===== config.mk =====
export PLATFORM = sky130hd
export DESIGN_NAME = greedy_coin_change_with_stock_unit
export DESIGN_NICKNAME = d
export VERILOG_FILES = /design/src/hdl/gccs_pkg.sv /design/src/hdl/greedy_coin_change_with_stock_unit.sv
export SDC_FILE = /design/constraint.sdc
export NUM_CORES = 1
export LEC_CHECK = 0
export ABC_AREA = 1
export BUFFER_PORTS_ARGS = -buffer_cell sky130_fd_sc_hd__buf_2
export CORE_MARGIN = 2
export CORE_UTILIZATION = 45
export CTS_CLUSTER_DIAMETER = 120
export DETAILED_ROUTE_END_ITERATION = 12
export GPL_ROUTABILITY_DRIVEN = 0
export GPL_TIMING_DRIVEN = 0
export PLACE_DENSITY = 0.59
export SYNTH_ARGS = -nofsm -noshare
export SYNTH_HDL_FRONTEND = slang
export SYNTH_SLANG_ARGS = --single-unit

===== constraint.sdc =====
create_clock -name clk -period 7.84 [get_ports clk]
set_input_delay 1.568 -clock clk [delete_from_list [all_inputs] [get_ports clk]]
set_output_delay 1.568 -clock clk [all_outputs]
set_load 0.02 [all_outputs]

===== src/hdl/gccs_pkg.sv =====
// ----------------------------------------------------------------------------
// gccs_pkg
// Types and codes shared by the greedy coin change unit and its checker.
// ----------------------------------------------------------------------------
package gccs_pkg;

	// Request kinds carried on the input tuser.
	localparam logic [1:0] MODE_LOAD    = 2'd0;
	localparam logic [1:0] MODE_LIMITED = 2'd1;
	localparam logic [1:0] MODE_FREE    = 2'd2;

	// Field widths fixed by the interface.
	localparam int unsigned SLOT_W  = 3;
	localparam int unsigned VALUE_W = 10;
	localparam int unsigned STOCK_W = 10;
	localparam int unsigned AMT_W   = 16;
	localparam int unsigned CNT_W   = 16;
	localparam int unsigned CFG_W   = 4;

	// Sequencer states.
	typedef enum logic [2:0] {
		ST_IDLE,
		ST_SLOT,
		ST_DIV,
		ST_FIX,
		ST_SUB,
		ST_EMIT
	} state_t;

endpackage


===== src/hdl/greedy_coin_change_with_stock_unit.sv =====
// ----------------------------------------------------------------------------
// greedy_coin_change_with_stock_unit
// Coin dispenser: greedy change over a table of coin values with stock.
// ----------------------------------------------------------------------------
// Usage:
// The slave stream carries one request per transaction. s_tuser selects the
// kind: a load writes coin value and stock of one slot and gives no result;
// a limited or free change request walks the slots in use and gives one
// result transaction per slot on the master stream, the final one with tlast.
// cfg_we/cfg_wdata set the number of slots in use; write it only when idle.
// Sequencing: a change request is worked on by one shared restoring divider,
// one quotient bit a cycle. Every slot passes a setup step; a slot with a
// nonzero value then runs the divide steps, a step to settle its count and a
// further step when stock caps the count. Once all slots in use are done, the
// results leave one per cycle while the receiver takes them, one per slot.
// s_tready is low from acceptance until the last result is loaded.
// A load item or an ignored kind leaves the sequencer idle and ready.
// When the receiver stalls, the result register holds its transaction and
// the sequencer waits. At reset the tables are cleared, the slots in use
// become one and both streams are idle.
// ----------------------------------------------------------------------------
module greedy_coin_change_with_stock_unit #(
	parameter int MAX_SLOTS = 8
) (
	input  logic        clk,
	input  logic        arst_n,
	// Configuration: slots_in_use.
	input  logic        cfg_we,
	input  logic [3:0]  cfg_wdata,
	// Requests.
	input  logic        s_tvalid,
	output logic        s_tready,
	// s_tdata: slot[2:0], coin_value[12:3], stock_count[22:13], amount[38:23], zero pad
	input  logic [39:0] s_tdata,
	// s_tuser: mode[1:0]
	input  logic [1:0]  s_tuser,
	// Results.
	output logic        m_tvalid,
	input  logic        m_tready,
	// m_tdata: slot_res[2:0], dispensed_count[18:3], zero pad
	output logic [23:0] m_tdata,
	// m_tuser: success[0]
	output logic        m_tuser,
	output logic        m_tlast
);

	localparam int LIM   = (MAX_SLOTS < 8) ? MAX_SLOTS : 8;
	localparam int IDX_W = (MAX_SLOTS > 1) ? $clog2(MAX_SLOTS) : 1;
	localparam int N_W   = $clog2(LIM + 1);

	// Tables and registers.
	logic [gccs_pkg::VALUE_W-1:0] value_tbl_q [MAX_SLOTS];
	logic [gccs_pkg::STOCK_W-1:0] stock_tbl_q [MAX_SLOTS];
	logic [gccs_pkg::CNT_W-1:0]   trial_q     [MAX_SLOTS];
	logic [gccs_pkg::CFG_W-1:0]   slots_q;

	gccs_pkg::state_t state_q, state_d;

	logic [N_W-1:0]               idx_q;
	logic [gccs_pkg::AMT_W-1:0]   owed_q;
	logic [gccs_pkg::VALUE_W-1:0] rem_q;
	logic [gccs_pkg::CNT_W-1:0]   quo_q;
	logic [3:0]                   bit_q;
	logic [gccs_pkg::AMT_W-1:0]   prod_q;
	logic                         limited_q;
	logic                         ok_q;

	logic                         out_valid_q;
	logic [gccs_pkg::SLOT_W-1:0]  out_slot_q;
	logic [gccs_pkg::CNT_W-1:0]   out_cnt_q;
	logic                         out_ok_q;
	logic                         out_last_q;

	// Input field unpacking.
	logic [gccs_pkg::SLOT_W-1:0]  in_slot;
	logic [gccs_pkg::VALUE_W-1:0] in_value;
	logic [gccs_pkg::STOCK_W-1:0] in_stock;
	logic [gccs_pkg::AMT_W-1:0]   in_amount;

	assign in_slot   = s_tdata[2:0];
	assign in_value  = s_tdata[12:3];
	assign in_stock  = s_tdata[22:13];
	assign in_amount = s_tdata[38:23];

	// Active slot count: zero counts as one, large values saturate.
	logic [gccs_pkg::CFG_W-1:0] n_cfg;
	logic [N_W-1:0]             n_act;

	always_comb begin
		if (slots_q == '0) begin
			n_cfg = 4'd1;
		end else if (slots_q > 4'(LIM)) begin
			n_cfg = 4'(LIM);
		end else begin
			n_cfg = slots_q;
		end
		n_act = N_W'(n_cfg);
	end

	// Current slot entries.
	logic [IDX_W-1:0]             idx;
	logic [gccs_pkg::VALUE_W-1:0] cur_value;
	logic [gccs_pkg::STOCK_W-1:0] cur_stock;
	logic [gccs_pkg::CNT_W-1:0]   cur_trial;

	assign idx       = IDX_W'(idx_q);
	assign cur_value = value_tbl_q[idx];
	assign cur_stock = stock_tbl_q[idx];
	assign cur_trial = trial_q[idx];

	// Handshake and sequencing conditions.
	logic in_fire;
	logic change_req;
	logic all_done;
	logic out_free;
	logic last_slot;
	logic capped;

	assign in_fire    = s_tvalid && s_tready;
	assign change_req = (s_tuser == gccs_pkg::MODE_LIMITED) || (s_tuser == gccs_pkg::MODE_FREE);
	assign all_done   = (idx_q == n_act);
	assign out_free   = !out_valid_q || m_tready;
	assign last_slot  = (idx_q == n_act - N_W'(1));
	assign capped     = limited_q && (quo_q > {6'd0, cur_stock});

	// One restoring division step: shift in the next dividend bit, subtract if it fits.
	logic [gccs_pkg::VALUE_W:0]   div_trial;
	logic                         div_ge;
	logic [gccs_pkg::VALUE_W:0]   div_diff;
	logic [gccs_pkg::VALUE_W-1:0] div_rem;

	assign div_trial = {rem_q, quo_q[gccs_pkg::CNT_W-1]};
	assign div_ge    = (div_trial >= {1'b0, cur_value});
	assign div_diff  = div_trial - {1'b0, cur_value};
	assign div_rem   = div_ge ? div_diff[gccs_pkg::VALUE_W-1:0]
	                          : div_trial[gccs_pkg::VALUE_W-1:0];

	// Stock times value for a capped slot; it never exceeds the amount owed.
	logic [2*gccs_pkg::VALUE_W-1:0] cap_prod;

	assign cap_prod = cur_stock * cur_value;

	// Next state.
	always_comb begin
		state_d = state_q;
		case (state_q)
			gccs_pkg::ST_IDLE: begin
				if (in_fire && change_req) begin
					state_d = gccs_pkg::ST_SLOT;
				end
			end
			gccs_pkg::ST_SLOT: begin
				if (all_done) begin
					state_d = gccs_pkg::ST_EMIT;
				end else if (cur_value != '0) begin
					state_d = gccs_pkg::ST_DIV;
				end
			end
			gccs_pkg::ST_DIV: begin
				if (bit_q == 4'd0) begin
					state_d = gccs_pkg::ST_FIX;
				end
			end
			gccs_pkg::ST_FIX: begin
				state_d = capped ? gccs_pkg::ST_SUB : gccs_pkg::ST_SLOT;
			end
			gccs_pkg::ST_SUB: begin
				state_d = gccs_pkg::ST_SLOT;
			end
			gccs_pkg::ST_EMIT: begin
				if (out_free && last_slot) begin
					state_d = gccs_pkg::ST_IDLE;
				end
			end
			default: begin
				state_d = gccs_pkg::ST_IDLE;
			end
		endcase
	end

	// Control outputs.
	logic emit_load;

	always_comb begin
		s_tready  = 1'b0;
		emit_load = 1'b0;
		case (state_q)
			gccs_pkg::ST_IDLE: begin
				s_tready = 1'b1;
			end
			gccs_pkg::ST_EMIT: begin
				emit_load = out_free;
			end
			default: begin
				s_tready  = 1'b0;
				emit_load = 1'b0;
			end
		endcase
	end

	// State, configuration and sequencing counters.
	always_ff @(posedge clk or negedge arst_n) begin
		if (!arst_n) begin
			state_q     <= gccs_pkg::ST_IDLE;
			slots_q     <= 4'd1;
			idx_q       <= '0;
			out_valid_q <= 1'b0;
		end else begin
			state_q <= state_d;
			if (cfg_we) begin
				slots_q <= cfg_wdata;
			end
			case (state_q)
				gccs_pkg::ST_IDLE: begin
					idx_q <= '0;
				end
				gccs_pkg::ST_SLOT: begin
					if (all_done) begin
						idx_q <= '0;
					end else if (cur_value == '0) begin
						idx_q <= idx_q + N_W'(1);
					end
				end
				gccs_pkg::ST_FIX: begin
					if (!capped) begin
						idx_q <= idx_q + N_W'(1);
					end
				end
				gccs_pkg::ST_SUB: begin
					idx_q <= idx_q + N_W'(1);
				end
				gccs_pkg::ST_EMIT: begin
					if (emit_load) begin
						idx_q <= idx_q + N_W'(1);
					end
				end
				default: begin
					idx_q <= idx_q;
				end
			endcase
			if (emit_load) begin
				out_valid_q <= 1'b1;
			end else if (m_tready) begin
				out_valid_q <= 1'b0;
			end
		end
	end

	// Coin tables: loads write a slot, a successful limited request takes coins out.
	always_ff @(posedge clk or negedge arst_n) begin
		if (!arst_n) begin
			for (int i = 0; i < MAX_SLOTS; i++) begin
				value_tbl_q[i] <= '0;
				stock_tbl_q[i] <= '0;
			end
		end else begin
			if (in_fire && (s_tuser == gccs_pkg::MODE_LOAD) && (int'(in_slot) < MAX_SLOTS)) begin
				value_tbl_q[IDX_W'(in_slot)] <= in_value;
				stock_tbl_q[IDX_W'(in_slot)] <= in_stock;
			end else if (emit_load && ok_q && limited_q) begin
				stock_tbl_q[idx] <= cur_stock - cur_trial[gccs_pkg::STOCK_W-1:0];
			end
		end
	end

	// Divider datapath, owed amount and per-slot trial counts.
	always_ff @(posedge clk) begin
		case (state_q)
			gccs_pkg::ST_IDLE: begin
				owed_q    <= in_amount;
				limited_q <= (s_tuser == gccs_pkg::MODE_LIMITED);
			end
			gccs_pkg::ST_SLOT: begin
				if (all_done) begin
					ok_q <= (owed_q == '0);
				end else if (cur_value == '0) begin
					trial_q[idx] <= '0;
				end else begin
					rem_q <= '0;
					quo_q <= owed_q;
					bit_q <= 4'd15;
				end
			end
			gccs_pkg::ST_DIV: begin
				rem_q <= div_rem;
				quo_q <= {quo_q[gccs_pkg::CNT_W-2:0], div_ge};
				bit_q <= bit_q - 4'd1;
			end
			gccs_pkg::ST_FIX: begin
				if (capped) begin
					prod_q <= cap_prod[gccs_pkg::AMT_W-1:0];
				end else begin
					trial_q[idx] <= quo_q;
					owed_q       <= {6'd0, rem_q};
				end
			end
			gccs_pkg::ST_SUB: begin
				trial_q[idx] <= {6'd0, cur_stock};
				owed_q       <= owed_q - prod_q;
			end
			default: begin
				owed_q <= owed_q;
			end
		endcase
	end

	// Result register.
	always_ff @(posedge clk) begin
		if (emit_load) begin
			out_slot_q <= gccs_pkg::SLOT_W'(idx_q);
			out_cnt_q  <= ok_q ? cur_trial : '0;
			out_ok_q   <= ok_q;
			out_last_q <= last_slot;
		end
	end

	assign m_tvalid = out_valid_q;
	assign m_tdata  = {5'd0, out_cnt_q, out_slot_q};
	assign m_tuser  = out_ok_q;
	assign m_tlast  = out_last_q;

endmodule


==> metrics.md <==
| Metric | Value |
|---|---|
| Area Overhead vs Synth | `12.6%` |
| Post-DRT Antenna Nets | `0` |
| Most common cell in the synthesized netlist | `nand2_1` |
| Non-filler cells, final | `3287` |
| Post-synth top cells | `nand2_1 (744), inv_1 (327), edfxtp_1 (213)` |
| PortBufs | `65` |
| CTS Buffer Depth | `3` |
| Simple-gate share of the synthesized area | `18.3%` |
| Mux contribution to synthesized area | `0.102%` |
| Initial Util | `45.2%` |
| PD cells | `501 nW/um2` |
| Number of global-route vias before repair | `17800` |
| Area leader, netlist | `edfxtp_1` |
| Min Tclk post-route | `7370 ps` |
| Mean routed wirelength per cell | `20.6 um` |
| First-pass GRT wire length | `104 mm` |
| Slew @ Worst Pin | `1230 ps` |
| Arrival time worst endpoint | `7780 ps` |
| Hold buffers post-CTS | `0` |
| Initial detailed-routing violation count | `1976` |
| # IOs | `79` |
| Max Cap Viol | `0` |
| # fillers | `4571` |
| CTS tree | `yes` |
| Die Span X | `225 um` |
| Most used flip-flop cell after synthesis | `edfxtp_1` |
| Worst-path clk slew | `60 ps` |
| Seq. cell area | `10700 um2` |
| Area contributors post-synth | `edfxtp_1 (29%), dfrtp_1 (19%), nand2_1 (13%)` |
| CTS root buf | `clkbuf_16` |
| Lkg Pwr | `11.6 nW` |
| Synth Area in XOR/XNOR | `1.11%` |
| Post-CTS Setup Inserts | `0` |
| Largest family of logic cells by synthesized area | `simple AND/OR/NAND/NOR gates` |
| Slew headroom | `17.1%` |
| CP Launch Type | `register` |
| Compound-gate portion of the synthesized area | `13.3%` |
| Final Hold Vio Count | `0` |
| Overall power | `0.0124 W` |
| Area after DPL | `23300 um2` |
| Synth warn | `0` |
| # setup viols final | `0` |
| Routed WL | `67.7 mm` |
| Clock latency on the worst-skew pair | `600 ps` |
| Residual DRC count | `0` |
| Top-area cell type share of the netlist area | `29.1%` |
| Critical path data required time | `8250 ps` |
| Adder-Cell Fraction of Synth Area | `10.4%` |
| Post-synth cell types | `55` |
| Placed cells | `3203` |
| Number of flops mapped to enable cells by yosys | `213` |
| Nets | `2826` |
| Vias | `18200` |
| RSZ-0062 raised after global routing | `false` |
| CP Max Fanout | `10` |
| Total Routing Usage GR | `27.2%` |
| Post-Syn Area | `22000 um2` |
| Initial antenna violation count | `2` |
| Area occupied by multi-input gates | `9560 um2` |
| CP Capture Type | `register` |
| Via density | `5.55` |
| Hold Crit Class | `reg -> reg` |
| Pins Over Slew Limit | `0` |
| CP peak stage delay | `580 ps` |
| Die ar. | `50700 um2` |
| Fin area | `24800 um2` |
| Mapped Cells | `2503` |
| Mean post-synth cell area | `8.79 um2` |
| Num rows | `81` |
| Critical path class | `reg -> reg` |
| Status | `finished clean` |
| # resized after CTS | `0` |
| HPWL after DPL | `48.6 mm` |
| Final cycle utilization of the critical path | `94.0%` |
| TritonCTS buffer count | `44` |
| Placeable Area | `48600 um2` |
| Largest net degree at the start of global routing | `100` |
| Register area share after synthesis | `48.6%` |
| Skew final | `39.1 ps` |
| Fin Setup TNS | `0 ps` |
| Pre-Repair DR Iteration Count | `6` |
| Ys async rst share | `44.7%` |
| Die height | `225 um` |
| Yosys reg bits | `385` |
| H-tree lvl count | `2` |
| Share of post-route cells with drive strength above 1 | `9.65%` |
| GRT overflow | `0` |
| Fmax | `0.136 GHz` |
| Crit path top cell by count | `nand2_1` |
| CTS Sinks | `385` |
| Maximum VDD drop | `644 uV` |
| Slowest-stage cell, CP | `fa_1` |
-- cell families after synthesis --
group                    after synthesis
AND/OR/NAND/NOR                     1001
adder cells (fa/ha/maj)              147
AO/OA/AOI/OAI                        497
XOR/XNOR                              28
buffers and inverters                442
flip-flops                           385
other                                  1
multiplexers                           2
-- state kept, by name, summed over array words and instances (netlist names), 3 cells and up --
signal / flops
value_tbl_q: 80
stock_tbl_q: 80
state_q: 3
bit_q: 4
owed_q: 16
rem_q: 10
slots_q: 4
trial_q: 128
idx_q: 4
out_slot_q: 3
out_cnt_q: 16
prod_q: 16
quo_q: 16
-- power by group --
| part | leakage, nW | switching [W] | internal [W] | total, W |
|---|---|---|---|---|
| Clock | 0.681 | 0.000873 | 0.00119 | 0.00206 |
| Combinational | 6.84 | 0.00489 | 0.00232 | 0.00722 |
| Sequential | 4.10 | 0.000259 | 0.00288 | 0.00314 |
| Total | 11.6 | 0.00602 | 0.00640 | 0.0124 |
-- cells in the final DEF, fill, tap and decap left out, types with 17 or more instances in the layout --
master | Yosys | routed
clkbuf_1 | 33 | 48
inv_2 | 17 | 17
buf_2 | 37 | 101
o21ai_0 | 173 | 173
a221oi_1 | 22 | 22
o22ai_1 | 40 | 40
a21oi_1 | 145 | 137
xor2_1 | 23 | 23
nand4_1 | 19 | 19
inv_1 | 327 | 327
clkbuf_16 | 0 | 44
edfxtp_1 | 213 | 213
ha_1 | 87 | 87
nand2_1 | 744 | 744
a22oi_1 | 48 | 48
nand3_1 | 74 | 74
nor2_1 | 119 | 118
dfrtp_1 | 171 | 171
fa_1 | 60 | 60
-- per-layer routing --
layer	GRT usage, %	vias to the layer above	part of all wire, %
met4	9.23	0	3.3
met3	5.24	154	7.8
met5	0	-	0
met2	43.2	764	46
li1	-	8548	-
met1	37.6	8778	43
-- critical path, delay by kind of cell (launching register included) --
| kind | cells | cell delay [ps] |
|---|---|---|
| fa+ha+maj | 6 | 2940 |
| xor+xnor | 1 | 200 |
| compound gates | 3 | 560 |
| simple gates | 10 | 1450 |
| flops | 1 | 510 |
| buf+inv | 9 | 1540 |
-- through the flow --
step                      util (%)  setup WS [ps]  hold WS (ps)
after floorplan                  -           2100           426
after global placement        47.5            401           435
after detailed placement      47.9            297           437
after CTS                     50.9            278           447
after global routing          50.9            151           466
final                         50.9            474           444
-- path summary, 6_finish.rpt --
| check | end | startpoint | cells past startpoint | slack, ps |
|---|---|---|---|---|
| min | out_slot_q[2] | idx_q[2] | 0 | 440 |
| max in group asynchronous | stock_tbl_q[44] | arst_n | 2 | 6000 |
| min in group asynchronous | value_tbl_q[25] | arst_n | 1 | 950 |
| max reg2reg | prod_q[14] | idx_q[1] | 29 | 470 |
| max | prod_q[14] | idx_q[1] | 29 | 470 |
| min reg2reg | out_slot_q[2] | idx_q[2] | 0 | 440 |
-- area by class of cell --
cell class	instances	share of cell area, %
clock buffer	60	4.73
multi-input combinational	1680	38.6
tap	622	3.14
clock inverter	22	0.990
timing repair buffer	75	2.10
buffer	95	1.99
antenna	1	0.0101
sequential	385	43.2
inverter	347	5.27
Power figures use the tool's default switching activity.
